==> src/design/sfs_pkg.sv <==
// Shared types and command codes for the sprite frame sequencer.
`timescale 1ns / 1ps

package sfs_pkg;

    typedef enum logic [2:0] {
        OP_TICK      = 3'd0,
        OP_PLAY      = 3'd1,
        OP_SWITCH    = 3'd2,
        OP_FORCE     = 3'd3,
        OP_RST_FRAME = 3'd4,
        OP_WR_DUR    = 3'd5,
        OP_WR_COUNT  = 3'd6,
        OP_WR_LOOP   = 3'd7
    } opcode_t;

    typedef enum logic {
        ST_IDLE,
        ST_EXEC
    } state_t;

    typedef struct packed {
        opcode_t     opcode;
        logic [3:0]  anim_index;
        logic [5:0]  frame_index;
        logic [15:0] write_value;
    } item_t;

    typedef struct packed {
        logic [3:0] current_anim;
        logic [5:0] current_frame;
        logic       frame_advanced;
    } result_t;

    // Sequencing strobes from the control FSM to the core.
    typedef struct packed {
        logic start;
        logic commit;
    } ctrl_t;

endpackage

==> src/design/sfs_core.sv <==
// Sequencer state, count and loop tables, and the per-command update.
`timescale 1ns / 1ps

module sfs_core import sfs_pkg::*; #(
    parameter int NUM_ANIMS     = 16,
    parameter int MAX_FRAMES    = 64,
    parameter int DURATION_BITS = 16,
    localparam int ANIM_W  = (NUM_ANIMS > 1) ? $clog2(NUM_ANIMS) : 1,
    localparam int FRAME_W = (MAX_FRAMES > 1) ? $clog2(MAX_FRAMES) : 1,
    localparam int ADDR_W  = ANIM_W + FRAME_W
) (
    input  logic                     clk,
    input  logic                     rst_n,
    input  ctrl_t                    ctrl,
    input  item_t                    item,
    output logic                     mem_we,
    output logic [ADDR_W-1:0]        mem_waddr,
    output logic [DURATION_BITS-1:0] mem_wdata,
    output logic                     mem_re,
    output logic [ADDR_W-1:0]        mem_raddr,
    input  logic [DURATION_BITS-1:0] mem_rdata,
    output result_t                  result
);

    localparam int CNT_W  = $clog2(MAX_FRAMES + 1);
    localparam int TICK_W = DURATION_BITS + 1;

    logic [ANIM_W-1:0]  anim_sel_reg, anim_sel_next;
    logic [FRAME_W-1:0] frame_sel_reg, frame_sel_next;
    logic [TICK_W-1:0]  tick_count_reg, tick_count_next;
    item_t              item_reg;

    logic [CNT_W-1:0] count_tab [NUM_ANIMS];
    logic [CNT_W-1:0] loop_tab  [NUM_ANIMS];

    logic               in_anim_ok;
    logic               in_frame_ok;
    logic               anim_ok;
    logic [ANIM_W-1:0]  anim_idx;
    logic [CNT_W-1:0]   sat_value;
    logic               expired;
    logic [TICK_W-1:0]  tick_base;
    logic [FRAME_W:0]   frame_inc;
    logic [CNT_W-1:0]   cnt;
    logic [CNT_W-1:0]   lp;
    logic [FRAME_W-1:0] tick_frame;
    logic               moved;

    // The duration write goes straight from the incoming word; the read
    // fetches the current frame's duration for a possible tick.
    assign in_anim_ok  = 32'(item.anim_index) < NUM_ANIMS;
    assign in_frame_ok = 32'(item.frame_index) < MAX_FRAMES;
    assign mem_we      = ctrl.start && (item.opcode == OP_WR_DUR) && in_anim_ok && in_frame_ok;
    assign mem_waddr   = {ANIM_W'(item.anim_index), FRAME_W'(item.frame_index)};
    assign mem_wdata   = DURATION_BITS'(item.write_value);
    assign mem_re      = ctrl.start;
    assign mem_raddr   = {anim_sel_reg, frame_sel_reg};

    assign anim_ok   = 32'(item_reg.anim_index) < NUM_ANIMS;
    assign anim_idx  = ANIM_W'(item_reg.anim_index);
    assign sat_value = (32'(item_reg.write_value) > MAX_FRAMES) ?
                       CNT_W'(MAX_FRAMES) : CNT_W'(item_reg.write_value);

    // Tick path.
    assign expired   = tick_count_reg > TICK_W'(mem_rdata);
    assign tick_base = expired ? '0 : tick_count_reg;
    assign frame_inc = {1'b0, frame_sel_reg} + 1'b1;
    assign cnt       = count_tab[anim_sel_reg];
    assign lp        = loop_tab[anim_sel_reg];

    always_comb
    begin
        tick_frame = frame_sel_reg;
        if (expired)
        begin
            if (32'(frame_inc) >= 32'(cnt))
            begin
                if (32'(lp) < MAX_FRAMES)
                begin
                    tick_frame = FRAME_W'(lp);
                end
            end
            else
            begin
                tick_frame = FRAME_W'(frame_inc);
            end
        end
    end

    always_comb
    begin
        anim_sel_next   = anim_sel_reg;
        frame_sel_next  = frame_sel_reg;
        tick_count_next = tick_count_reg;
        moved           = 1'b0;
        unique case (item_reg.opcode)
            OP_TICK:
            begin
                frame_sel_next  = tick_frame;
                moved           = tick_frame != frame_sel_reg;
                tick_count_next = (tick_base != '1) ? tick_base + 1'b1 : tick_base;
            end
            OP_PLAY:
            begin
                if (anim_ok && anim_sel_reg != anim_idx)
                begin
                    anim_sel_next   = anim_idx;
                    frame_sel_next  = '0;
                    tick_count_next = '0;
                end
            end
            OP_SWITCH:
            begin
                if (anim_ok && anim_sel_reg != anim_idx)
                begin
                    anim_sel_next   = anim_idx;
                    tick_count_next = '0;
                end
            end
            OP_FORCE:
            begin
                if (anim_ok)
                begin
                    anim_sel_next   = anim_idx;
                    frame_sel_next  = '0;
                    tick_count_next = '0;
                end
            end
            OP_RST_FRAME:
            begin
                frame_sel_next  = (32'(item_reg.frame_index) >= MAX_FRAMES) ?
                                  FRAME_W'(MAX_FRAMES - 1) : FRAME_W'(item_reg.frame_index);
                tick_count_next = '0;
            end
            OP_WR_DUR, OP_WR_COUNT, OP_WR_LOOP:
            begin
            end
            default:
            begin
            end
        endcase
    end

    always_ff @(posedge clk or negedge rst_n)
    begin
        if (!rst_n)
        begin
            anim_sel_reg   <= '0;
            frame_sel_reg  <= '0;
            tick_count_reg <= '0;
        end
        else if (ctrl.commit)
        begin
            anim_sel_reg   <= anim_sel_next;
            frame_sel_reg  <= frame_sel_next;
            tick_count_reg <= tick_count_next;
        end
    end

    always_ff @(posedge clk)
    begin
        if (ctrl.start)
        begin
            item_reg <= item;
        end
        if (ctrl.commit && anim_ok)
        begin
            if (item_reg.opcode == OP_WR_COUNT)
            begin
                count_tab[anim_idx] <= sat_value;
            end
            if (item_reg.opcode == OP_WR_LOOP)
            begin
                loop_tab[anim_idx] <= sat_value;
            end
        end
    end

    assign result.current_anim   = 4'(anim_sel_next);
    assign result.current_frame  = 6'(frame_sel_next);
    assign result.frame_advanced = moved;

endmodule

==> config.mk <==
export PLATFORM = sky130hd
export DESIGN_NAME = sfs_core
export DESIGN_NICKNAME = d
export VERILOG_FILES = /design/src/design/sfs_pkg.sv /design/src/design/sfs_core.sv
export SDC_FILE = /design/constraint.sdc
export NUM_CORES = 1
export LEC_CHECK = 0
export BUFFER_PORTS_ARGS = -buffer_cell sky130_fd_sc_hd__buf_4
export CAP_MARGIN = 15
export CORE_ASPECT_RATIO = 0.75
export CORE_MARGIN = 3
export CORE_UTILIZATION = 60
export CTS_CLUSTER_SIZE = 12
export DETAILED_ROUTE_END_ITERATION = 12
export HOLD_SLACK_MARGIN = 0.15
export PLACE_DENSITY = 0.8
export SYNTH_ARGS = -nofsm -noshare
export SYNTH_HDL_FRONTEND = slang
export SYNTH_SLANG_ARGS = --single-unit
==> constraint.sdc <==
create_clock -name clk -period 8.25 [get_ports clk]
set_clock_uncertainty 0.2 [all_clocks]
set_input_delay 0.4125 -clock clk [delete_from_list [all_inputs] [get_ports clk]]
set_output_delay 0.4125 -clock clk [all_outputs]
set_load 0.02 [all_outputs]
==> summary.md <==
| Metric | Value |
|---|---|
| CP startpoint kind | flip-flop |
| Hold-fix buffers, CTS | 34 |
| FMAX | 170.4 MHz |
| CTS H-tree lvls | 1 |
| Postcts setup bufs | 0 |
| Clock buffer count from CTS | 28 |
| Worst path max stage delay | between 0.9 and 1 ns |
| CTS clk-pin slew, worst paths | approximately 0.060 ns |
| Die height | around 130 um |
| Final net count | approximately 950 |
| Yosys cell types | between 50 and 60 |
| Tightest Pin Transition | approximately 1.1 ns |
| CP Data Arrival Time | approximately 5.3 ns |
| Vias in the first global route | around 7200 |
| Post-synth EDFFs | 253 |
| Most frequent cells in the layout | edfxtp_1, buf_4, mux4_2 |
| Synth Flop Type | edfxtp_1 |
| Final RePlAce weighted congestion | 0.9157 |
| Register share of total power | 0.518 |
| Die Wd | between 150 and 200 um |
| CP max stage cell | dfrtp_2 |
| Antenna Nets Post-Route | 0 |
| Cell Area, Synth | approximately 12000 um^2 |
| Total GRT Usage | 0.2507 |
| Port buffer count | 97 |
| First-pass GRT wire length | approximately 42 mm |
| Cell Pwr Density | approximately 220 nW/um^2 |
| Crit path max-delay family | compound AO/OA/AOI/OAI gates |
| Clock Power Share | 0.363 |
| Grt ovf | 0 |
| Post-synthesis to final-layout area growth | 16.22% |
| Top area cells in the synthesized netlist | edfxtp_1, mux4_2, dfrtp_1 |
| Clock buffer depth | 3 |
| Post-Route WL | between 20 and 30 mm |
| Hold WS | 0.3359 ns |
| RSZ-0062 raised after global routing | no |
| Final hold violation count | 0 |
| Worst Path Class, Setup | reg -> out |
| Fraction of registers with async set/reset | 0.09643 |
| Worst path bufs/invs | 3 |
| Status | finished, final reports clean |
| CTS resizes | 0 |
| FF+latch count, synth | between 200 and 300 |
| Sw Pwr | between 0.0007 and 0.0008 W |
| Max Cap Viol | 0 |
| Layout cell share with drive strength beyond 1 | 0.2567 |
| Switching share of power | 0.2482 |
| Hold crit path type | reg -> reg |
| Crit. End Element | output pin |
| Register area share after synthesis | 0.6698 |
| # rows | 44 |
| Clk root buf | clkbuf_16 |
| Setup TNS Final | 0 ns |
| Pins Over Slew Limit | 0 |
| Post-DP HPWL | roughly 18 mm |
| Internal power | between 0.002 and 0.0025 W |
| Slew HR | 0.2987 |
| Routed WL per cell | approximately 24 um |
| DRT iter0 DRCs | around 800 |
| Worst-Skew Late Latency | between 0.5 and 0.6 ns |
| Critical Path Most Common Cell | buf_4 |
| Sinks on Clock Net | 280 |
| Yosys top cell area share | 0.6151 |
| Detailed Routing Iterations Pass 1 | 5 |
| Most common cell after layout, fill and taps aside | edfxtp_1 |
| Final min period | just under 6 ns |
| Synth Warn # | 0 |
| N_diodes | 0 |
| Crit path max fanout | 26 |
| Die area | roughly 22000 um^2 |
| Largest net degree at the start of global routing | 39 |
| DR vias | between 7000 and 8000 |
| I/O pins | 98 |
| Crit-path cells | buf_4, mux4_2, mux4_2, ha_1, nand2b_1, a31oi_1, o21ai_1, buf_4, nor2_1, a2111oi_0, a221oi_1, o21ai_0, buf_4 |
| P_leak | approximately 5.6 nW |
| CTS tree | yes |
| Dominant cell type by area after synthesis | edfxtp_1 |
| Final period utilization | 0.7112 |
| Peak VDD IR | approximately 0.18 mV |
| Worst EP required | ~7.6 ns |
| Initial antenna violation count | 0 |
| Routed vias/inst | 6.292 |
| Syn Nets | between 800 and 900 |
| Synth Instances | ~770 |
| Combinational power share | 0.119 |
| Final setup fails | 0 |
| Initial Util | 0.6250 |
| Syn Area/Cell | about 16 um^2 |
| Drt drc | 0 |
| CORE AREA | just under 20000 um^2 |
## layout make-up
type	count	area, um^2
sequential	280	8277
multi-input combinational	400	3590
tap	253	316.6
fill	1143	5409
inverter	27	101.3
clock inverter	4	22.52
clock buffer	48	807.0
timing repair buffer	141	1241
## power by group through the flow
stage | clock network [W] | registers, W | logic (W)
5_1_grt | 0.00124 | 0.00167 | 0.000407
4_1_cts | 0.00117 | 0.00166 | 0.000379
2_1_floorplan | 0 | 0.00161 | 0.000323
3_5_place_dp | 0 | 0.00169 | 0.000364
6_report | 0.00116 | 0.00166 | 0.000381
3_3_place_gp | 0 | 0.00169 | 0.000358
## cells by family after synthesis
logic type,count (synthesis),share of synthesized area
DFF,280,0.6698
and+or+nand+nor,181,0.06767
buffers and inverters,88,0.03961
xor gates and xnor gates,15,0.01064
muxes,83,0.1361
adders and majority gates,25,0.02532
AOI/OAI and AO/OA,96,0.05085
## metal layers
| layer | vias up | part of all wire | global-route usage |
|---|---|---|---|
| li1 | 3169 | - | - |
| met4 | 0 | 0.018 | 0.04872 |
| met1 | 3603 | 0.42 | 0.3803 |
| met5 | - | 0 | 0 |
| met2 | 431 | 0.46 | 0.3717 |
| met3 | 52 | 0.11 | 0.07450 |
## synth_stat cells, drive strengths merged, types with 5 or more instances
cell / number
a211oi: 5
a21oi: 17
and2: 9
and3: 9
buf: 48
clkbuf: 13
dfrtp: 27
edfxtp: 253
ha: 25
inv: 27
mux2: 11
mux2i: 6
mux4: 66
nand2: 53
nand2b: 5
nand3: 18
nand4: 6
nor2: 59
nor3: 6
o21ai: 42
xnor2: 7
xor2: 8
## metrics by stage
| stage | cell area, um^2 | utilization | instances | setup WS [ns] | power [W] |
|---|---|---|---|---|---|
| 2_1_floorplan | 12350 | - | 768 | 3.347 | 0.001938 |
| 3_3_place_gp | 13040 | 0.6595 | 1060 | 2.770 | 0.002048 |
| 3_5_place_dp | 13040 | 0.6595 | 1060 | 2.626 | 0.002058 |
| 4_1_cts | 14200 | 0.7187 | 1146 | 2.047 | 0.003213 |
| 5_1_grt | 14360 | 0.7263 | 1153 | 2.073 | 0.003318 |
| 6_report | 14360 | 0.7263 | 1153 | 2.383 | 0.003207 |
## worst reg2reg max path: stages, from the launching register on
cell	delay (ns)
dfrtp_2	0.91
buf_4	0.60
mux4_2	0.59
mux4_2	0.47
ha_1	0.28
nand2b_1	0.09
a31oi_1	0.08
o21ai_1	0.38
buf_4	0.28
nor2_1	0.06
a2111oi_0	0.48
a221oi_1	0.12
o21ai_0	0.19
## worst paths after layout
kind | cells past startpoint | start | slack, ns | endpoint
setup / recovery | 13 | anim_sel_reg[0] | 2.38 | result[2]
hold / removal | 2 | tick_count_reg[16] | 0.34 | tick_count_reg[16]
setup reg to reg | 12 | anim_sel_reg[0] | 3.45 | frame_sel_reg[1]
hold reg to reg | 2 | tick_count_reg[16] | 0.34 | tick_count_reg[16]
max in group asynchronous | 4 | rst_n | 5.53 | anim_sel_reg[0]
min in group asynchronous | 3 | rst_n | 0.59 | tick_count_reg[14]
Power figures use the tool's default switching activity.
